<file path="src/rtl/gwp_pkg.sv">
package gwp_pkg;

  // Port field widths
  localparam int unsigned WCNT_W  = 7;
  localparam int unsigned DIM_W   = 11;
  localparam int unsigned WIDX_W  = 6;
  localparam int unsigned POS_W   = 10;
  localparam int unsigned CELLS_W = 21;

  // Full product width of rows by columns
  localparam int unsigned PROD_W  = 2 * DIM_W;
  // Division steps: one per dividend bit
  localparam int unsigned DIV_STEPS = DIM_W;
  localparam int unsigned STEP_W    = $clog2(DIV_STEPS);

  typedef enum logic [1:0] {
    MODE_ROWS,
    MODE_CELLS,
    MODE_MIXED
  } mode_e;

  // Classified request, front to back
  typedef struct packed {
    mode_e                mode;
    logic [WCNT_W-1:0]    n;
    logic [DIM_W-1:0]     rows;
    logic [DIM_W-1:0]     cols;
    logic [DIM_W-1:0]     per;     // rows / n
    logic [WCNT_W-1:0]    extra;   // rows mod n
    logic [WCNT_W-1:0]    cells;   // rows * cols, only meaningful in cell mode
  } job_t;

  typedef struct packed {
    logic [WIDX_W-1:0]    worker_index;
    logic [POS_W-1:0]     start_row;
    logic [POS_W-1:0]     start_col;
    logic [CELLS_W-1:0]   cell_count;
    logic                 last_slice;
  } result_t;

  function automatic logic [DIM_W-1:0] clamp_dim(input logic [DIM_W-1:0] v,
                                                 input logic [DIM_W-1:0] hi);
    logic [DIM_W-1:0] r;
    r = v;
    if (v == '0) r = DIM_W'(1);
    else if (v > hi) r = hi;
    return r;
  endfunction

endpackage

</file>
<file path="src/rtl/gwp_fifo.sv">
module gwp_fifo #(
  parameter int unsigned WIDTH = 8,
  parameter int unsigned DEPTH = 2
) (
  input  logic             clk_i,
  input  logic             rst_ni,
  input  logic             wr_en_i,
  input  logic [WIDTH-1:0] wr_data_i,
  output logic             full_o,
  input  logic             rd_en_i,
  output logic [WIDTH-1:0] rd_data_o,
  output logic             empty_o
);

  localparam int unsigned AW = (DEPTH > 1) ? $clog2(DEPTH) : 1;

  logic [WIDTH-1:0] slot_q [DEPTH];
  logic [AW-1:0]    wr_ptr_q, wr_ptr_d;
  logic [AW-1:0]    rd_ptr_q, rd_ptr_d;
  logic [AW:0]      count_q, count_d;
  logic             do_wr, do_rd;

  assign full_o    = (count_q == (AW+1)'(DEPTH));
  assign empty_o   = (count_q == '0);
  assign do_wr     = wr_en_i && !full_o;
  assign do_rd     = rd_en_i && !empty_o;
  assign rd_data_o = slot_q[rd_ptr_q];

  always_comb begin
    wr_ptr_d = wr_ptr_q;
    rd_ptr_d = rd_ptr_q;
    count_d  = count_q;
    if (do_wr) begin
      wr_ptr_d = (wr_ptr_q == AW'(DEPTH - 1)) ? '0 : wr_ptr_q + AW'(1);
    end
    if (do_rd) begin
      rd_ptr_d = (rd_ptr_q == AW'(DEPTH - 1)) ? '0 : rd_ptr_q + AW'(1);
    end
    if (do_wr && !do_rd) count_d = count_q + (AW+1)'(1);
    else if (do_rd && !do_wr) count_d = count_q - (AW+1)'(1);
  end

  always_ff @(posedge clk_i or negedge rst_ni) begin
    if (!rst_ni) begin
      wr_ptr_q <= '0;
      rd_ptr_q <= '0;
      count_q  <= '0;
    end else begin
      wr_ptr_q <= wr_ptr_d;
      rd_ptr_q <= rd_ptr_d;
      count_q  <= count_d;
    end
  end

  always_ff @(posedge clk_i) begin
    if (do_wr) slot_q[wr_ptr_q] <= wr_data_i;
  end

endmodule

</file>
<file path="src/rtl/gwp_front.sv">
module gwp_front #(
  parameter int unsigned MAX_WORKERS = 64,
  parameter int unsigned MAX_DIM     = 1024
) (
  input  logic                       clk_i,
  input  logic                       rst_ni,
  input  logic                       push_i,
  output logic                       busy_o,
  input  logic [gwp_pkg::WCNT_W-1:0] worker_count_i,
  input  logic [gwp_pkg::DIM_W-1:0]  board_rows_i,
  input  logic [gwp_pkg::DIM_W-1:0]  board_cols_i,
  output logic                       job_wr_o,
  output gwp_pkg::job_t              job_o,
  input  logic                       job_full_i
);

  localparam int unsigned DIM_CAP = (MAX_DIM > (2**gwp_pkg::DIM_W - 1)) ?
                                    (2**gwp_pkg::DIM_W - 1) : MAX_DIM;
  localparam logic [gwp_pkg::DIM_W-1:0] DIM_HI = gwp_pkg::DIM_W'(DIM_CAP);
  localparam logic [gwp_pkg::DIM_W-1:0] WRK_HI = gwp_pkg::DIM_W'(MAX_WORKERS);

  typedef enum logic [1:0] {
    F_IDLE,
    F_DIV,
    F_PUSH
  } fstate_e;

  fstate_e                        state_q;
  logic [gwp_pkg::WCNT_W-1:0]     n_q;
  logic [gwp_pkg::DIM_W-1:0]      rows_q, cols_q;
  logic [gwp_pkg::DIM_W-1:0]      quo_q;    // dividend shifts out, quotient in
  logic [gwp_pkg::WCNT_W:0]       rem_q;
  logic [gwp_pkg::STEP_W-1:0]     step_q;
  logic [gwp_pkg::PROD_W-1:0]     cells_q;

  logic [gwp_pkg::WCNT_W:0]       rem_sh;
  logic                           rem_ge;
  logic [gwp_pkg::DIM_W-1:0]      n_clamped;
  gwp_pkg::mode_e                 mode;

  assign n_clamped = gwp_pkg::clamp_dim(gwp_pkg::DIM_W'(worker_count_i), WRK_HI);

  // Restoring division step
  assign rem_sh = {rem_q[gwp_pkg::WCNT_W-1:0], quo_q[gwp_pkg::DIM_W-1]};
  assign rem_ge = (rem_sh >= {1'b0, n_q});

  always_comb begin
    if (rows_q >= gwp_pkg::DIM_W'(n_q)) mode = gwp_pkg::MODE_ROWS;
    else if (gwp_pkg::PROD_W'(n_q) > cells_q) mode = gwp_pkg::MODE_CELLS;
    else mode = gwp_pkg::MODE_MIXED;
  end

  assign busy_o   = (state_q != F_IDLE);
  assign job_wr_o = (state_q == F_PUSH);

  always_comb begin
    job_o       = '0;
    job_o.mode  = mode;
    job_o.n     = n_q;
    job_o.rows  = rows_q;
    job_o.cols  = cols_q;
    job_o.per   = quo_q;
    job_o.extra = rem_q[gwp_pkg::WCNT_W-1:0];
    job_o.cells = cells_q[gwp_pkg::WCNT_W-1:0];
  end

  always_ff @(posedge clk_i or negedge rst_ni) begin
    if (!rst_ni) begin
      state_q <= F_IDLE;
      step_q  <= '0;
    end else begin
      unique case (state_q)
        F_IDLE: begin
          if (push_i) begin
            state_q <= F_DIV;
            step_q  <= '0;
          end
        end
        F_DIV: begin
          step_q <= step_q + gwp_pkg::STEP_W'(1);
          if (step_q == gwp_pkg::STEP_W'(gwp_pkg::DIV_STEPS - 1)) state_q <= F_PUSH;
        end
        F_PUSH: begin
          if (!job_full_i) state_q <= F_IDLE;
        end
        default: state_q <= F_IDLE;
      endcase
    end
  end

  always_ff @(posedge clk_i) begin
    if (state_q == F_IDLE && push_i) begin
      n_q    <= n_clamped[gwp_pkg::WCNT_W-1:0];
      rows_q <= gwp_pkg::clamp_dim(board_rows_i, DIM_HI);
      cols_q <= gwp_pkg::clamp_dim(board_cols_i, DIM_HI);
      quo_q  <= gwp_pkg::clamp_dim(board_rows_i, DIM_HI);
      rem_q  <= '0;
    end else if (state_q == F_DIV) begin
      rem_q <= rem_ge ? rem_sh - {1'b0, n_q} : rem_sh;
      quo_q <= {quo_q[gwp_pkg::DIM_W-2:0], rem_ge};
    end
    cells_q <= gwp_pkg::PROD_W'(rows_q) * gwp_pkg::PROD_W'(cols_q);
  end

endmodule

</file>
<file path="src/rtl/gwp_back.sv">
module gwp_back (
  input  logic              clk_i,
  input  logic              rst_ni,
  input  logic              job_empty_i,
  input  gwp_pkg::job_t     job_i,
  output logic              job_rd_o,
  input  logic              res_full_i,
  output logic              res_wr_o,
  output gwp_pkg::result_t  res_o
);

  logic [gwp_pkg::WIDX_W-1:0] idx_q, idx_d;
  logic [gwp_pkg::DIM_W-1:0]  row_q, row_d;
  logic [gwp_pkg::DIM_W-1:0]  col_q, col_d;

  logic                       emit, last;
  logic [gwp_pkg::WCNT_W-1:0] idx_w;
  logic [gwp_pkg::DIM_W:0]    take;
  logic [gwp_pkg::PROD_W:0]   rows_cells;
  logic [gwp_pkg::DIM_W-1:0]  left_rows;
  logic                       col_wrap;

  assign emit     = !job_empty_i && !res_full_i;
  assign idx_w    = {1'b0, idx_q};
  assign last     = (idx_w + gwp_pkg::WCNT_W'(1)) == job_i.n;
  assign job_rd_o = emit && last;
  assign res_wr_o = emit;

  assign take       = {1'b0, job_i.per} +
                      (gwp_pkg::DIM_W+1)'((idx_w < job_i.extra) ? 1'b1 : 1'b0);
  assign rows_cells = (gwp_pkg::PROD_W+1)'(take) * (gwp_pkg::PROD_W+1)'(job_i.cols);
  assign left_rows  = (job_i.rows > row_q) ? job_i.rows - row_q : '0;
  assign col_wrap   = ({1'b0, col_q} + (gwp_pkg::DIM_W+1)'(1)) >= {1'b0, job_i.cols};

  always_comb begin
    row_d = row_q;
    col_d = col_q;
    res_o              = '0;
    res_o.worker_index = idx_q;
    res_o.last_slice   = last;
    unique case (job_i.mode)
      gwp_pkg::MODE_ROWS: begin
        res_o.start_row  = row_q[gwp_pkg::POS_W-1:0];
        res_o.cell_count = rows_cells[gwp_pkg::CELLS_W-1:0];
        row_d = row_q + take[gwp_pkg::DIM_W-1:0];
      end
      gwp_pkg::MODE_CELLS: begin
        if (idx_w < job_i.cells) begin
          res_o.start_row  = row_q[gwp_pkg::POS_W-1:0];
          res_o.start_col  = col_q[gwp_pkg::POS_W-1:0];
          res_o.cell_count = gwp_pkg::CELLS_W'(1);
          if (col_wrap) begin
            col_d = '0;
            row_d = row_q + gwp_pkg::DIM_W'(1);
          end else begin
            col_d = col_q + gwp_pkg::DIM_W'(1);
          end
        end
      end
      gwp_pkg::MODE_MIXED: begin
        res_o.start_row = row_q[gwp_pkg::POS_W-1:0];
        res_o.start_col = col_q[gwp_pkg::POS_W-1:0];
        if (gwp_pkg::DIM_W'(job_i.n - idx_w) > left_rows) begin
          res_o.cell_count = gwp_pkg::CELLS_W'(1);
          if (col_wrap) begin
            col_d = '0;
            row_d = row_q + gwp_pkg::DIM_W'(1);
          end else begin
            col_d = col_q + gwp_pkg::DIM_W'(1);
          end
        end else begin
          // finish the partial row or take a whole one
          res_o.cell_count = gwp_pkg::CELLS_W'(job_i.cols - col_q);
          col_d = '0;
          row_d = row_q + gwp_pkg::DIM_W'(1);
        end
      end
      default: begin
        res_o.cell_count = '0;
      end
    endcase
    idx_d = idx_q + gwp_pkg::WIDX_W'(1);
    if (last) begin
      idx_d = '0;
      row_d = '0;
      col_d = '0;
    end
  end

  always_ff @(posedge clk_i or negedge rst_ni) begin
    if (!rst_ni) begin
      idx_q <= '0;
      row_q <= '0;
      col_q <= '0;
    end else if (emit) begin
      idx_q <= idx_d;
      row_q <= row_d;
      col_q <= col_d;
    end
  end

endmodule

</file>
<file path="src/rtl/grid_work_partitioner_top.sv">
// Grid work partitioner. Each request word (worker count, board rows, board
// columns; zero reads as one, oversize values saturate to MAX_WORKERS and
// MAX_DIM) yields one result word per worker, in worker order, giving start
// row, start column and cell count of that worker's slice, with last_slice
// set on the final one. Both sides behave as a queue: push/full on the
// request side, empty/pop on the result side. The front end takes a request,
// then runs an 11-step restoring division of rows by workers (one quotient
// bit per cycle) and classifies the request; it is busy (full high) until the
// job is in the job queue. A two-entry job queue then hands the request to
// the back end, which writes one result word per cycle into a two-entry
// result queue while that queue has room. Throughput is set by whichever
// of the two is slower; the front end can take a new request while the
// back end still works through an earlier one. No state carries over from
// one request to the next.
module grid_work_partitioner_top #(
  parameter int unsigned MAX_WORKERS = 64,
  parameter int unsigned MAX_DIM     = 1024
) (
  input  logic                        clk_i,
  input  logic                        rst_ni,
  // request side
  input  logic                        push,
  output logic                        full,
  input  logic [gwp_pkg::WCNT_W-1:0]  worker_count_i,
  input  logic [gwp_pkg::DIM_W-1:0]   board_rows_i,
  input  logic [gwp_pkg::DIM_W-1:0]   board_cols_i,
  // result side
  output logic                        empty,
  input  logic                        pop,
  output logic [gwp_pkg::WIDX_W-1:0]  worker_index_o,
  output logic [gwp_pkg::POS_W-1:0]   start_row_o,
  output logic [gwp_pkg::POS_W-1:0]   start_col_o,
  output logic [gwp_pkg::CELLS_W-1:0] cell_count_o,
  output logic                        last_slice_o
);

  localparam int unsigned JOB_W = $bits(gwp_pkg::job_t);
  localparam int unsigned RES_W = $bits(gwp_pkg::result_t);

  logic             front_busy;
  logic             job_wr, job_full, job_rd, job_empty;
  gwp_pkg::job_t    job_in, job_head;
  logic             res_wr, res_full;
  gwp_pkg::result_t res_in, res_head;

  assign full = front_busy;

  // Front end: clamp, divide, classify
  gwp_front #(
    .MAX_WORKERS(MAX_WORKERS),
    .MAX_DIM    (MAX_DIM)
  ) u_front (
    .clk_i         (clk_i),
    .rst_ni        (rst_ni),
    .push_i        (push),
    .busy_o        (front_busy),
    .worker_count_i(worker_count_i),
    .board_rows_i  (board_rows_i),
    .board_cols_i  (board_cols_i),
    .job_wr_o      (job_wr),
    .job_o         (job_in),
    .job_full_i    (job_full)
  );

  // Job queue decouples front from back
  gwp_fifo #(
    .WIDTH(JOB_W),
    .DEPTH(2)
  ) u_job_q (
    .clk_i    (clk_i),
    .rst_ni   (rst_ni),
    .wr_en_i  (job_wr),
    .wr_data_i(job_in),
    .full_o   (job_full),
    .rd_en_i  (job_rd),
    .rd_data_o(job_head),
    .empty_o  (job_empty)
  );

  // Back end: one slice per cycle while the result queue has room, job popped with its last slice
  gwp_back u_back (
    .clk_i      (clk_i),
    .rst_ni     (rst_ni),
    .job_empty_i(job_empty),
    .job_i      (job_head),
    .job_rd_o   (job_rd),
    .res_full_i (res_full),
    .res_wr_o   (res_wr),
    .res_o      (res_in)
  );

  // Result queue; its slots register the back end's product
  gwp_fifo #(
    .WIDTH(RES_W),
    .DEPTH(2)
  ) u_res_q (
    .clk_i    (clk_i),
    .rst_ni   (rst_ni),
    .wr_en_i  (res_wr),
    .wr_data_i(res_in),
    .full_o   (res_full),
    .rd_en_i  (pop),
    .rd_data_o(res_head),
    .empty_o  (empty)
  );

  assign worker_index_o = res_head.worker_index;
  assign start_row_o    = res_head.start_row;
  assign start_col_o    = res_head.start_col;
  assign cell_count_o   = res_head.cell_count;
  assign last_slice_o   = res_head.last_slice;

endmodule

</file>
<file path="config.mk">
export PLATFORM = sky130hd
export DESIGN_NAME = grid_work_partitioner_top
export DESIGN_NICKNAME = d
export VERILOG_FILES = /design/src/rtl/gwp_pkg.sv /design/src/rtl/gwp_fifo.sv /design/src/rtl/gwp_front.sv /design/src/rtl/gwp_back.sv /design/src/rtl/grid_work_partitioner_top.sv
export SDC_FILE = /design/constraint.sdc
export NUM_CORES = 1
export LEC_CHECK = 0
export CORE_MARGIN = 1
export CORE_UTILIZATION = 49
export CTS_BUF_LIST = sky130_fd_sc_hd__clkbuf_2 sky130_fd_sc_hd__clkbuf_4 sky130_fd_sc_hd__clkbuf_8
export DETAILED_ROUTE_END_ITERATION = 16
export DONT_BUFFER_PORTS = 1
export SLEW_MARGIN = 25
export SYNTH_ARGS = -nofsm -noshare
export SYNTH_HDL_FRONTEND = slang
export SYNTH_HIERARCHICAL = 1
export SYNTH_SLANG_ARGS = --single-unit
</file>
<file path="constraint.sdc">
create_clock -name clk_i -period 10 [get_ports clk_i]
set_input_delay 2 -clock clk_i [delete_from_list [all_inputs] [get_ports clk_i]]
set_output_delay 2 -clock clk_i [all_outputs]
set_load 0.02 [all_outputs]
</file>
# Yosys cells after proc, flatten, opt, wreduce, memory -nomap -nowiden
# Memory sizes are Yosys's and may differ from the RTL's.
# Cells that the tools add are included.
[totals] register_bits=111 ram_bits=208 input_bits=33 out_inout_bits=50 wordCells=151 mem_count=2
[op_classes] add_sub_neg=20 mul=2 magnitude_cmp=11 n_eq_ne=12 muxes=45 n_reduce_logical=40
[mem_list] memory="u_job_q.slot_q" words=2 word_bits=56 read_ports=1 rd_clocked_by_memory_dff=0 wr=1 line_no="gwp_fifo.sv:17" rtl="logic [WIDTH-1:0] slot_q [DEPTH];"
[mem_list] memory="u_res_q.slot_q" words=2 word_bits=48 read_ports=1 rd_clocked_by_memory_dff=0 wr=1 line_no="gwp_fifo.sv:17"
[op_table] op="2-to-1 mux 11 bit" count=14
[op_table] op="one-hot mux 21 bit (3 select lines)" count=1
[op_table] op="2-to-1 mux 41 bit" count=1
[op_table] op="one-hot mux 10 bit (2 select lines)" count=2
[op_table] op="one-hot mux 11 bit (3 select lines)" count=1
[op_table] op="adder 11 x 1 -> 11 bit (second input constant)" count=2
[op_table] op="> comparator 11 bit" count=2
[op_table] op="> comparator 11 bit (second input constant)" count=2
[op_table] op="> comparator 7 x 22 -> 1 bit" count=1
[op_table] op="logical NOT 11 bit" count=2
[op_table] op="multiplier 11 x 11 -> 22 bit" count=1
[op_table] op="one-hot mux 11 bit (2 select lines)" count=1
[op_table] op="multiplier 12 x 11 -> 21 bit" count=1
[op_table] op="2-to-1 mux 21 bit" count=1
[op_table] op="2-to-1 mux 2 bit" count=9
[op_table] op="less-than comparator 6 x 7 -> 1 bit" count=2
[op_table] op="2-to-1 mux 7 bit" count=2
[op_table] op="adder 11 x 1 -> 12 bit (second input constant)" count=1
[op_table] op="adder 11 x 12 -> 12 bit" count=1
[op_table] op="greater-or-equal comparator 12 x 11 -> 1 bit" count=1
[op_table] op="subtractor 11 x 11 -> 12 bit" count=1
[op_table] op="adder 11 bit" count=1
[op_table] op="greater-or-equal comparator 11 x 7 -> 1 bit" count=1
[op_table] op="logical AND 1 bit" count=11
[op_table] op="other kinds (32)" count=68

# Depth between registers and ports, before layout
# Gate-level depths: netlist of run 1.
[depth] ltp_word=8 ltp_mapped=37 ltp_nobuf=35

# Hierarchy
# The synthesis of run 1 kept the hierarchy.
[by_module_without_submodules] mod="gwp_back" instances=1 cells_per_inst=1101 area_per_inst_um2=8782.2 seq_area_each_um2=700.7
[by_module_without_submodules] mod="gwp_front" instances=1 cells_per_inst=770 area_per_inst_um2=7378.3 seq_area_each_um2=1931.9
[by_module_without_submodules] mod="gwp_fifo at u_job_q" instances=1 cells_per_inst=193 area_per_inst_um2=4357.9 seq_area_each_um2=3463.3
[by_module_without_submodules] mod="gwp_fifo at u_res_q" instances=1 cells_per_inst=168 area_per_inst_um2=3706.1 seq_area_each_um2=2982.9

# Least setup slack after synthesis of run 1
# No wires, ideal clock.
[synth_timing] kind="register to register" from="reg u_job_q.rd_ptr_q" to="mem u_res_q/slot_q[0][21] (netlist bit) (data pin)" setup_ps=265 arrival_ps=7513 required_ps=9735 setup_slack_ps=2222 path_stages_with_launch=38 n_path_buf=2 cell_sequence="dfrtp_1 -> buf_6 -> buf_6 -> mux2_4 -> inv_1 -> ha_1 -> a21o_1 -> a21oi_1 -> nor2b_1 -> o21ai_0 -> nand2b_1 -> a21oi_1 -> or2_1 -> ha_1 -> ha_1 -> inv_1 -> nor2_1 -> nand3_1 -> [2 not listed] -> nand2_1 -> fa_1 -> fa_1 -> inv_1 -> fa_1 -> fa_1 -> inv_1 -> fa_1 -> inv_1 -> ha_1 -> a41oi_1 -> o21ai_1 -> a31o_1 -> a221oi_1 -> nand2b_1 -> o21ai_0 -> xnor2_1 -> o21ai_1"
[synth_rtl] element="from (decl)" line_no="gwp_fifo.sv:19" rtl="logic [AW-1:0] rd_ptr_q, rd_ptr_d;"
[synth_rtl] element="from (signal assigned)" line_no="gwp_fifo.sv:50" rtl="rd_ptr_q <= rd_ptr_d;"
[synth_rtl] element="to (decl)" line_no="gwp_fifo.sv:17"

==> metrics.md, run 1 <==
| Metric | Value |
|---|---|
| Run status | `completed` |
| Number of cells produced by synthesis | `2232` |
| Commonest cells post-synth | `289 x sky130_fd_sc_hd__inv_1, 248 x sky130_fd_sc_hd__edfxtp_1, 216 x sky130_fd_sc_hd__ha_1, 189 x sky130_fd_sc_hd__nand2_1, 173 x sky130_fd_sc_hd__fa_1` |
| Share of flip-flops with an asynchronous set or reset after synthesis | `0.132` |
| Number of nets produced by synthesis | `2654` |
| Count of buffers inserted at the top-level ports | `0` |
| TritonCTS clock tree | `yes` |
| Final WL | `54600 um` |
| Crit-path max FO | `38` |
| Critical Path Slowest Stage Cell | `sky130_fd_sc_hd__xor2_1` |
| Post-synth design cell area | `24200 um2` |
| Final #Nets | `2650` |
| Achievable clock frequency | `116 MHz` |
| Worst Tran Pin Value | `1.07 ns` |
| Buffers inserted by post-CTS timing repair | `0` |
| Initial standard-cell utilization of the core | `0.496` |
| Post-Route Skew | `0.0482 ns` |
| First-pass GRT wire length | `88100 um` |
| Global routing usage summed across all routing layers | `0.224` |
| Final antenna diode count | `0` |
| Worst Path Required | `10.37 ns` |
| Number of endpoints failing setup at the final stage | `0` |
| Min-delay src | `u_front/quo_q[1]$_DFFE_PP_` |
| DRC violations left | `0` |
| RSZ-0062 raised after global routing | `false` |
| Cell types occupying the most area after synthesis | `sky130_fd_sc_hd__edfxtp_1 31%, sky130_fd_sc_hd__fa_1 14%, sky130_fd_sc_hd__ha_1 11%` |
| Hold Path Class | `flop to flop` |
| Insertion delay to the later sink of the worst-skew pair | `0.67 ns` |
| Post-DP HPWL | `41400 um` |
| Vertical die dimension | `224 um` |
| Maximum count of clock buffers along a single path | `3` |
| Number of clock buffers inserted by TritonCTS | `54` |
| Sinks on the clock net | `319` |
| Most frequent CP cell | `sky130_fd_sc_hd__inv_1` |
| Sink of the worst hold path | `u_job_q/slot_q[1][15]$_DFFE_PP_` |
| Sequential cell area fraction in the yosys report | `0.375` |
| Number of global-route vias before repair | `16772` |
| Register bit total from synthesis | `319` |
| Flop2flop setup slack | `1.40 ns` |
| Final routed wire length divided by cell count | `18.6 um` |
| Iter 0 DRT Violations | `900` |
| FF-to-FF Start | `u_job_q/rd_ptr_q$_DFFE_PN0P_` |
| CTS clock-pin slew for the worst setup and hold paths | `0.06 ns` |
| Total number of yosys warnings | `6` |
| Library cells used by synthesis | `84` |
| Period utilisation layout | `0.860` |
| Fillcell total | `4405` |
| Horizontal extent of the die | `224 um` |
| Vias after detailed routing | `15994` |
| Max Cap Viol | `0` |
| # rows | `81` |
| Post-synthesis average cell area | `10.9 um2` |
| Root buffer cell | `sky130_fd_sc_hd__clkbuf_8` |
| Crit-path max cell delay | `0.63 ns` |
| Number of antenna violations at the first check in global routing | `0` |
| Vias per cell | `5.44` |
| Global-route congestion overflow total | `0` |
| Hold_buf cts | `0` |
| First-pass detailed-route iteration total | `7` |
| Arrival time worst endpoint | `8.97 ns` |
| Ys flop type | `sky130_fd_sc_hd__edfxtp_1` |
| Antenna-violating nets left | `0` |
| Top-area cell type share of the netlist area | `0.307` |
| Remaining max-slew budget at the tightest pin | `0.287` |
| Floorplan die area | `50300 um2` |
| Sum of negative setup slack | `0 ns` |
| Number of primary I/O pins | `83` |
| Pin count of the biggest net entering global routing | `57` |
| Hold depth | `0` |
| Gp weighted congestion | `0.888` |
| Endpoint class of the critical path | `flop` |
| H-tree Lvls | `2` |
| Final hold vios | `0` |
| R2R cell count | `33` |
| Kind of critical path | `flop to flop` |
| Area of the core | `48800 um2` |
| Cell accounting for the most synthesized area | `sky130_fd_sc_hd__edfxtp_1` |
| Cell with the most instances after synthesis | `sky130_fd_sc_hd__inv_1` |
| Endpoint of the lowest-slack register-to-register path | `u_res_q/slot_q[0][21]$_DFFE_PP_` |
| Clock period minus worst slack | `8.60 ns` |
| Fraction of layout instances using a drive strength above 1 | `0.107` |
| Cts repair resizes | `0` |
| Max-slew violation count | `0` |
| Count of flip-flops with a built-in enable after synthesis | `248` |
| Area growth syn-to-layout | `7.69%` |
| Kind of start point of the critical path | `flop` |
==> cell families (layout without fill, tap and decap cells) <==
| logic type | count (synthesis) | count (layout) | share of synthesized area |
|---|---|---|---|
| flops | 319 | 319 | 0.375 |
| mux | 111 | 111 | 0.0575 |
| buf+inv | 370 | 412 | 0.0619 |
| compound gates | 305 | 305 | 0.0843 |
| fa+ha+maj | 389 | 389 | 0.255 |
| simple gates | 635 | 635 | 0.129 |
| xor+xnor | 103 | 103 | 0.0378 |
==> state kept, by name, indices dropped and copies added, names as in the netlist, 6 cells and up <==
register and count:
u_back/col_q 11, u_front/rem_q 7, u_front/cols_q 11, u_front/rows_q 11
u_front/cells_q 22, u_back/row_q 11, u_res_q/slot_q 96, u_front/n_q 7
u_job_q/slot_q 112, u_front/quo_q 11, u_back/idx_q 6
==> layout by cell type (no fill, tap or decap), drive strengths merged, types with 25 or more instances in the layout <==
cell type / n
edfxtp: 248
fa: 173
dfrtp: 42
and2: 121
nand2b: 28
nand2: 189
nor2b: 36
mux2: 106
inv: 292
o21ai: 66
a21oi: 87
a21o: 25
clkbuf: 84
xnor2: 70
nor3: 25
dfxtp: 29
xor2: 32
ha: 216
nand3: 37
nor2: 140
==> worst max path at each step <==
stage                            startpoint                         endpoint  cells past startpoint
2_1_floorplan  u_job_q/rd_ptr_q$_DFFE_PN0P_  u_res_q/slot_q[0][21]$_DFFE_PP_                     37
3_3_place_gp   u_job_q/rd_ptr_q$_DFFE_PN0P_  u_res_q/slot_q[0][21]$_DFFE_PP_                     33
3_5_place_dp   u_job_q/rd_ptr_q$_DFFE_PN0P_  u_res_q/slot_q[0][21]$_DFFE_PP_                     33
4_1_cts        u_job_q/rd_ptr_q$_DFFE_PN0P_  u_res_q/slot_q[0][21]$_DFFE_PP_                     33
5_1_grt        u_job_q/rd_ptr_q$_DFFE_PN0P_  u_res_q/slot_q[1][21]$_DFFE_PP_                     33
6_report       u_job_q/rd_ptr_q$_DFFE_PN0P_  u_res_q/slot_q[0][21]$_DFFE_PP_                     33
==> critical path: cells and delay by family (launching register included) <==
family                     cells  cell delay [ns]
and+or+nand+nor                6             0.84
DFF                            1             0.44
adders and majority gates      9             3.48
xor gates and xnor gates       2             0.77
muxes                          1             0.34
AOI/OAI and AO/OA              8             1.43
buffers and inverters          7             0.97
==> final cells by class <==
class	count	area, um2	area share
multi-input combinational	1543	13700	0.524
sequential	319	9080	0.348
tap	664	831	0.0318
inverter	298	1120	0.0429
clock buffer	84	1020	0.0390
clock inverter	18	279	0.0107
timing repair buffer	12	90.1	0.00345
==> stage by stage <==
step                std cells  instance area (um2)  utilization  hold WS, ns  setup slack, ns
finish                   2938                26100        0.534        0.481             1.40
global route             2938                26100        0.534        0.498            0.691
CTS                      2938                26100        0.534        0.482             1.31
detailed placement       2836                24800        0.507        0.473             1.38
global placement         2836                24800        0.507        0.462             1.60
floorplan                2232                24200            -        0.441             2.22
==> metal layers <==
metal | GRT usage | share of wire | wire, um
met3 | 0.0346 | 0.043 | 2330
met4 | 0.0715 | 0.026 | 1450
met2 | 0.383 | 0.48 | 26500
met1 | 0.292 | 0.45 | 24300
met5 | 0 | 0 | 0
Power of run 1 is left out: the tool's default activity adds up to more than one toggle a clock period on the data nets, which glitch-free logic cannot reach.
==> run 2: changes to the inputs <==
--- a/config.mk
+++ b/config.mk
@@ -13,5 +13,4 @@
 export SLEW_MARGIN = 25
 export SYNTH_ARGS = -nofsm -noshare
 export SYNTH_HDL_FRONTEND = slang
-export SYNTH_HIERARCHICAL = 1
 export SYNTH_SLANG_ARGS = --single-unit
==> run 2 against run 1 <==
Against the previous run:
- global-route usage is 0.28 points higher
- register-to-register slack worse by 0.11 ns
- utilization hardly changed
- non-clock buffer count is 6 higher
- clock skew is 0.018 ns lower
- wire length is 1.1% lower
- critical endpoint is now u_res_q.slot_q[0][21]$_DFFE_PP_
- largest cell class unchanged
- highest routed layer unchanged
==> metrics.md, run 2 <==
| Metric | Value |
|---|---|
| Number of global-route vias before repair | `16736 (-0.21%)` |
| Sinks on the clock net | `319 (unchanged)` |
| Sequential cell area fraction in the yosys report | `0.381 (+0.00646)` |
| Total number of yosys warnings | `0 (-6)` |
| Most frequent standard cell in the layout excluding fill and tap cells | `sky130_fd_sc_hd__inv_1` |
| Global routing usage summed across all routing layers | `0.227 (+0.00275)` |
| Synth Area in Compound Gates | `0.0830 (-0.00138)` |
| Register bit total from synthesis | `319 (unchanged)` |
| Period utilisation layout | `0.871 (+0.0109)` |
| First-pass GRT wire length | `88000 um (about the same)` |
| Kind of start point of the critical path | `flop` |
| Number of clock buffers inserted by TritonCTS | `52 (-3.7%)` |
| Cell with the most instances after synthesis | `sky130_fd_sc_hd__inv_1` |
| Global-route congestion overflow total | `0 (unchanged)` |
| H-tree Lvls | `2 (unchanged)` |
| Count of buffers inserted at the top-level ports | `0 (unchanged)` |
| Fraction of the mapped netlist area in adder cells | `0.259 (+0.00491)` |
| Final #Nets | `2637 (-0.49%)` |
| Number of primary I/O pins | `83 (unchanged)` |
| Library cells used by synthesis | `96 (+14%)` |
| Achievable clock frequency | `115 MHz (-1.3%)` |
| Worst Tran Pin Value | `0.952 ns (-0.114 ns)` |
| Cell accounting for the most synthesized area | `sky130_fd_sc_hd__edfxtp_1` |
| Hold Path Class | `flop to flop` |
| Insertion delay to the later sink of the worst-skew pair | `0.66 ns (about the same)` |
| Number of antenna violations at the first check in global routing | `0 (unchanged)` |
| Number of endpoints failing setup at the final stage | `0 (unchanged)` |
| CTS clock-pin slew for the worst setup and hold paths | `0.06 ns (about the same)` |
| Cts repair resizes | `0 (unchanged)` |
| Synthesized-area fraction occupied by xor and xnor cells | `0.0384 (+0.000599)` |
| Pin count of the biggest net entering global routing | `57 (unchanged)` |
| Gp weighted congestion | `0.889 (about the same)` |
| Worst Path Buf+Inv | `4 (-3)` |
| Critical Path Slowest Stage Cell | `sky130_fd_sc_hd__dfrtp_2` |
| Reg with most FFs | `u_job_q.slot_q` |
| Cell types occupying the most area after synthesis | `sky130_fd_sc_hd__edfxtp_1 31%, sky130_fd_sc_hd__fa_1 15%, sky130_fd_sc_hd__ha_1 11%` |
| Floorplan die area | `49500 um2 (-1.7%)` |
| Post-DP HPWL | `41100 um (-0.74%)` |
| Count of flip-flops with a built-in enable after synthesis | `248 (unchanged)` |
| First-pass detailed-route iteration total | `5 (-2)` |
| Post-synthesis average cell area | `10.8 um2 (-0.45%)` |
| Vertical die dimension | `222 um (-0.84%)` |
| Ys flop type | `sky130_fd_sc_hd__edfxtp_1` |
| Remaining max-slew budget at the tightest pin | `0.365 (+0.0782)` |
| Horizontal extent of the die | `222 um (-0.84%)` |
| Vias after detailed routing | `15863 (-0.82%)` |
| Number of cells produced by synthesis | `2204 (-1.3%)` |
| Share of flip-flops with an asynchronous set or reset after synthesis | `0.132 (unchanged)` |
| Antenna-violating nets left | `0 (unchanged)` |
| RSZ-0062 raised after global routing | `false` |
| Vias per cell | `5.52 (+1.4%)` |
| Worst Path Required | `10.39 ns (+0.02 ns)` |
| TritonCTS clock tree | `yes` |
| Number of flip-flops in the largest register | `112 (unchanged)` |
| Crit-path max FO | `22 (-42%)` |
| Sum of negative setup slack | `0 ns (unchanged)` |
| Largest family of logic cells by synthesized area | `adder cells` |
| DRC violations left | `0 (unchanged)` |
| Kind of critical path | `flop to flop` |
| Crit-path max cell delay | `0.73 ns (+0.10 ns)` |
| Top-area cell type share of the netlist area | `0.313 (+0.00530)` |
| Iter 0 DRT Violations | `941 (+4.6%)` |
| Commonest cells post-synth | `270 x sky130_fd_sc_hd__inv_1, 248 x sky130_fd_sc_hd__edfxtp_1, 217 x sky130_fd_sc_hd__ha_1, 199 x sky130_fd_sc_hd__nand2_1, 173 x sky130_fd_sc_hd__fa_1` |
| Max Cap Viol | `0 (unchanged)` |
| Buffers inserted by post-CTS timing repair | `0 (unchanged)` |
| Most used cells in the layout excluding fill and tap cells | `270 x sky130_fd_sc_hd__inv_1, 248 x sky130_fd_sc_hd__edfxtp_1, 217 x sky130_fd_sc_hd__ha_1` |
| Most frequent CP cell | `sky130_fd_sc_hd__fa_1` |
| Maximum count of clock buffers along a single path | `3 (unchanged)` |
| Max-slew violation count | `0 (unchanged)` |
| Proportion of synthesized area in mux cells | `0.0481 (-0.00941)` |
| Arrival time worst endpoint | `9.09 ns (+0.12 ns)` |
| Final hold vios | `0 (unchanged)` |
| Post-synth design cell area | `23800 um2 (-1.7%)` |
| Final antenna diode count | `0 (unchanged)` |
| Run status | `completed` |
| # rows | `80 (-1.2%)` |
| Worst path top cell family by delay | `adder cells` |
| Endpoint class of the critical path | `flop` |
| Area growth syn-to-layout | `7.27%` |
| Number of nets produced by synthesis | `2627 (-1.0%)` |
| Final routed wire length divided by cell count | `18.8 um (+1.2%)` |
| Final WL | `54000 um (-1.1%)` |
| Fraction of layout instances using a drive strength above 1 | `0.0965 (-0.0103)` |
| Root buffer cell | `sky130_fd_sc_hd__clkbuf_8` |
| Initial standard-cell utilization of the core | `0.498 (+0.00182)` |
| Area of the core | `47800 um2 (-2.1%)` |
| Synthesized-area fraction occupied by and/or/nand/nor cells | `0.135 (+0.00601)` |
| Post-Route Skew | `0.0302 ns (-0.0181 ns)` |
| Largest regs | `u_job_q.slot_q (112), u_res_q.slot_q (96), u_front.cells_q (22)` |
| Clock period minus worst slack | `8.71 ns (+0.109 ns)` |
| Hold_buf cts | `0 (unchanged)` |
## run 2: cell types whose count changed in the layout (fill, tap and decap cells not counted), sizes merged, moves of 11 or more
| cell | delta |
|---|---|
| mux2 | -33 |
| mux2i | +27 |
| and2 | -26 |
| nor2 | +24 |
| inv | -20 |
| a21oi | -18 |
| o21ai | +15 |
| nand2 | +13 |
| nor2b | +12 |
| a21o | -11 |
| and3 | -11 |
## run 2: per-stage QoR
| step | hold slack [ns] | setup slack [ns] | cells | instance area (um2) | utilization |
|---|---|---|---|---|---|
| after floorplan | 0.426 | 1.45 | 2204 | 23800 | - |
| after global placement | 0.458 | 1.48 | 2775 | 24500 | 0.511 |
| after detailed placement | 0.470 | 1.24 | 2775 | 24500 | 0.511 |
| after CTS | 0.482 | 1.24 | 2873 | 25500 | 0.534 |
| after global routing | 0.517 | 0.614 | 2873 | 25500 | 0.534 |
| final | 0.485 | 1.29 | 2873 | 25500 | 0.534 |
## run 2: final timing paths
| kind | startpoint | end | slack [ns] | cells past startpoint |
|---|---|---|---|---|
| setup / recovery | u_job_q.rd_ptr_q$_DFFE_PN0P_ | u_res_q.slot_q[0][21]$_DFFE_PP_ | 1.29 | 33 |
| hold / removal | u_front.cells_q[2]$_DFF_P_ | u_job_q.slot_q[1][2]$_DFFE_PP_ | 0.49 | 0 |
| setup reg to reg | u_job_q.rd_ptr_q$_DFFE_PN0P_ | u_res_q.slot_q[0][21]$_DFFE_PP_ | 1.29 | 33 |
| hold reg to reg | u_front.cells_q[2]$_DFF_P_ | u_job_q.slot_q[1][2]$_DFFE_PP_ | 0.49 | 0 |
| max in group asynchronous | rst_ni | u_back.col_q[5]$_DFFE_PN0P_ | 8.84 | 0 |
| min in group asynchronous | rst_ni | u_front.step_q[2]$_DFFE_PN0P_ | 1.03 | 0 |
## run 2: layout make-up
class	count	area, um2
multi-input cells	1551	13400
repair buffers	18	135
fillers	4244	22300
well taps	615	769
flip-flops and latches	319	9080
inverters	272	1020
clock buffers	84	987
clock inverters	14	100
## run 2: logic make-up (layout without fill, tap and decap cells)
family,Yosys count,after routing
xor gates and xnor gates,102,102
AOI/OAI and AO/OA,296,296
adders and majority gates,390,390
buffers and inverters,334,388
DFF,319,319
muxes,105,105
and+or+nand+nor,658,658
## run 2: metal layers
layer  up-vias  global-route usage  share of wire
li1       7543                   -              -
met1      7819               0.299           0.45
met2       395               0.379           0.47
met3       106              0.0382          0.049
met4         0              0.0779          0.032
met5         -                   0              0
## run 2: worst register-to-register path: cells and delay by family, from the launching register on
family | cells | cell delay, ns
xor+xnor | 2 | 0.77
simple gates | 7 | 1.12
compound gates | 10 | 1.71
flops | 1 | 0.73
mux | 1 | 0.28
buf+inv | 4 | 0.41
fa+ha+maj | 9 | 3.42
Power of run 2 is left out for the same reason.
==> run 3: changes to the inputs <==
--- a/config.mk
+++ b/config.mk
@@ -7,7 +7,7 @@
 export LEC_CHECK = 0
 export CORE_MARGIN = 1
 export CORE_UTILIZATION = 49
-export CTS_BUF_LIST = sky130_fd_sc_hd__clkbuf_2 sky130_fd_sc_hd__clkbuf_4 sky130_fd_sc_hd__clkbuf_8
+export CTS_BUF_LIST = sky130_fd_sc_hd__clkbuf_16
 export DETAILED_ROUTE_END_ITERATION = 16
 export DONT_BUFFER_PORTS = 1
 export SLEW_MARGIN = 25
==> run 3 against run 2 <==
Against the previous run:
- first-iteration DRC count fell by 3.4%
- clock-buffer cell count decreased by 46
- design area is 0.32% higher
- utilization up 0.17 points
- sequential share of layout area decreased by 0.11 points
- maximum frequency up 0.18%
- worst hold slack got worse by 0.0027 ns
- critical path depth is the same
==> metrics.md, run 3 (synthesis gave the netlist of run 2 again) <==
| Metric | Value |
|---|---|
| Run status | `completed` |
| Sinks on the clock net | `319 (unchanged)` |
| TritonCTS clock tree | `yes` |
| Period utilisation layout | `0.869 (-0.00159)` |
| Crit-path max FO | `22 (unchanged)` |
| Number of antenna violations at the first check in global routing | `0 (unchanged)` |
| Fraction of layout instances using a drive strength above 1 | `0.0791 (-0.0175)` |
| Worst path setup slack after routing | `1.31 ns (+0.0159 ns)` |
| RSZ-0062 raised after global routing | `false` |
| Largest regs | `u_job_q.slot_q (112), u_res_q.slot_q (96), u_front.cells_q (22)` |
| Most frequent CP cell | `sky130_fd_sc_hd__fa_1` |
| Pin count of the biggest net entering global routing | `57 (unchanged)` |
| Hold_buf cts | `0 (unchanged)` |
| Worst Path Buf+Inv | `4 (unchanged)` |
| Max-slew violation count | `0 (unchanged)` |
| Iter 0 DRT Violations | `909 (-3.4%)` |
| Final #Nets | `2622 (-0.57%)` |
| Area of the core | `47800 um2 (unchanged)` |
| Final WL | `53500 um (-0.96%)` |
| Most used cells in the layout excluding fill and tap cells | `284 x sky130_fd_sc_hd__inv_1, 248 x sky130_fd_sc_hd__edfxtp_1, 217 x sky130_fd_sc_hd__ha_1` |
| Reg with most FFs | `u_job_q.slot_q` |
| Number of global-route vias before repair | `16542 (-1.2%)` |
| Count of buffers inserted at the top-level ports | `0 (unchanged)` |
| Maximum count of clock buffers along a single path | `3 (unchanged)` |
| Insertion delay to the later sink of the worst-skew pair | `0.55 ns (-0.11 ns)` |
| Post-Place Worst Slack | `1.24 ns (unchanged)` |
| Floorplan die area | `49500 um2 (unchanged)` |
| Buffers inserted by post-CTS timing repair | `0 (unchanged)` |
| CTS clock-pin slew for the worst setup and hold paths | `0.06 ns (about the same)` |
| Vias after detailed routing | `15790 (-0.46%)` |
| Final hold vios | `0 (unchanged)` |
| Hold Path Class | `flop to flop` |
| Area of all placed cells without fillers | `25600 um2 (+0.32%)` |
| Area growth syn-to-layout | `7.61%` |
| Antenna-violating nets left | `0 (unchanged)` |
| Crit-path max cell delay | `0.73 ns (about the same)` |
| Most frequent standard cell in the layout excluding fill and tap cells | `sky130_fd_sc_hd__inv_1` |
| Arrival time worst endpoint | `8.97 ns (-0.12 ns)` |
| Kind of start point of the critical path | `flop` |
| First-pass detailed-route iteration total | `5 (unchanged)` |
| Final antenna diode count | `0 (unchanged)` |
| Max Cap Viol | `0 (unchanged)` |
| Achievable clock frequency | `115 MHz (+0.18%)` |
| Gp weighted congestion | `0.889 (unchanged)` |
| Kind of critical path | `flop to flop` |
| Clock period minus worst slack | `8.69 ns (-0.0159 ns)` |
| Global routing usage summed across all routing layers | `0.225 (-0.00170)` |
| Worst Tran Pin Value | `0.962 ns (+0.00979 ns)` |
| H-tree Lvls | `2 (unchanged)` |
| Post-DP HPWL | `41100 um (unchanged)` |
| Number of flip-flops in the largest register | `112 (unchanged)` |
| Critical Path Slowest Stage Cell | `sky130_fd_sc_hd__dfrtp_2` |
| # rows | `80 (unchanged)` |
| Horizontal extent of the die | `222 um (unchanged)` |
| Dpl cell area | `24500 um2 (unchanged)` |
| Remaining max-slew budget at the tightest pin | `0.359 (-0.00653)` |
| Vias per cell | `5.56 (+0.66%)` |
| DRC violations left | `0 (unchanged)` |
| Global-route congestion overflow total | `0 (unchanged)` |
| Worst path top cell family by delay | `adder cells` |
| Initial standard-cell utilization of the core | `0.498 (unchanged)` |
| Post-Route Skew | `0.0176 ns (-0.0125 ns)` |
| Worst Path Required | `10.27 ns (-0.12 ns)` |
| Vertical die dimension | `222 um (unchanged)` |
| Cts repair resizes | `0 (unchanged)` |
| Endpoint class of the critical path | `flop` |
| Sum of negative setup slack | `0 ns (unchanged)` |
| Root buffer cell | `sky130_fd_sc_hd__clkbuf_16` |
| Number of clock buffers inserted by TritonCTS | `37 (-29%)` |
| Number of primary I/O pins | `83 (unchanged)` |
| Final routed wire length divided by cell count | `18.8 um (+0.16%)` |
| First-pass GRT wire length | `87400 um (-0.68%)` |
| Number of endpoints failing setup at the final stage | `0 (unchanged)` |
| Worst hold slack | `0.482 ns (-0.00274 ns)` |
==> run 3: cell types whose count changed in the layout (fill, tap and decap cells not counted), moves of 2 or more <==
| cell | change |
|---|---|
| sky130_fd_sc_hd__bufinv_16 | +2 |
| sky130_fd_sc_hd__clkbuf_16 | +38 |
| sky130_fd_sc_hd__clkbuf_4 | -27 |
| sky130_fd_sc_hd__clkbuf_8 | -57 |
| sky130_fd_sc_hd__clkinv_1 | -4 |
| sky130_fd_sc_hd__clkinv_2 | -3 |
| sky130_fd_sc_hd__clkinvlp_4 | +3 |
| sky130_fd_sc_hd__inv_1 | +14 |
| sky130_fd_sc_hd__inv_6 | +3 |
==> run 3: layer usage <==
layer,vias to the layer above,global-route usage,share of wire
met1,7773,0.299,0.45
met4,0,0.0839,0.035
li1,7521,-,-
met5,-,0,0
met3,109,0.0319,0.046
met2,387,0.375,0.47
==> run 3: path summary, 6_finish.rpt <==
path	from	end	slack (ns)	cells past startpoint
worst min register to register	u_front.step_q[3]$_DFFE_PN0P_	u_front.step_q[3]$_DFFE_PN0P_	0.48	1
max in group asynchronous	rst_ni	u_back.col_q[3]$_DFFE_PN0P_	8.73	0
min in group asynchronous	rst_ni	u_front.step_q[0]$_DFFE_PN0P_	1.14	0
worst min-delay path	u_front.step_q[3]$_DFFE_PN0P_	u_front.step_q[3]$_DFFE_PN0P_	0.48	1
worst max-delay path	u_job_q.rd_ptr_q$_DFFE_PN0P_	u_res_q.slot_q[1][21]$_DFFE_PP_	1.31	33
worst max register to register	u_job_q.rd_ptr_q$_DFFE_PN0P_	u_res_q.slot_q[1][21]$_DFFE_PP_	1.31	33
==> run 3: cell type report <==
type | instances | area (um2)
Multi-Input combinational cell | 1551 | 13400
Tap cell | 615 | 769
Clock inverter | 28 | 218
Inverter | 272 | 1020
Fill cell | 4200 | 22200
Timing Repair Buffer | 18 | 135
Clock buffer | 38 | 951
Sequential cell | 319 | 9080
==> run 3: metrics by stage <==
step,std cells,util
floorplan,2204,-
global placement,2775,0.511
detailed placement,2775,0.511
CTS,2841,0.536
global route,2841,0.536
finish,2841,0.536
Power of run 3 is left out for the same reason.
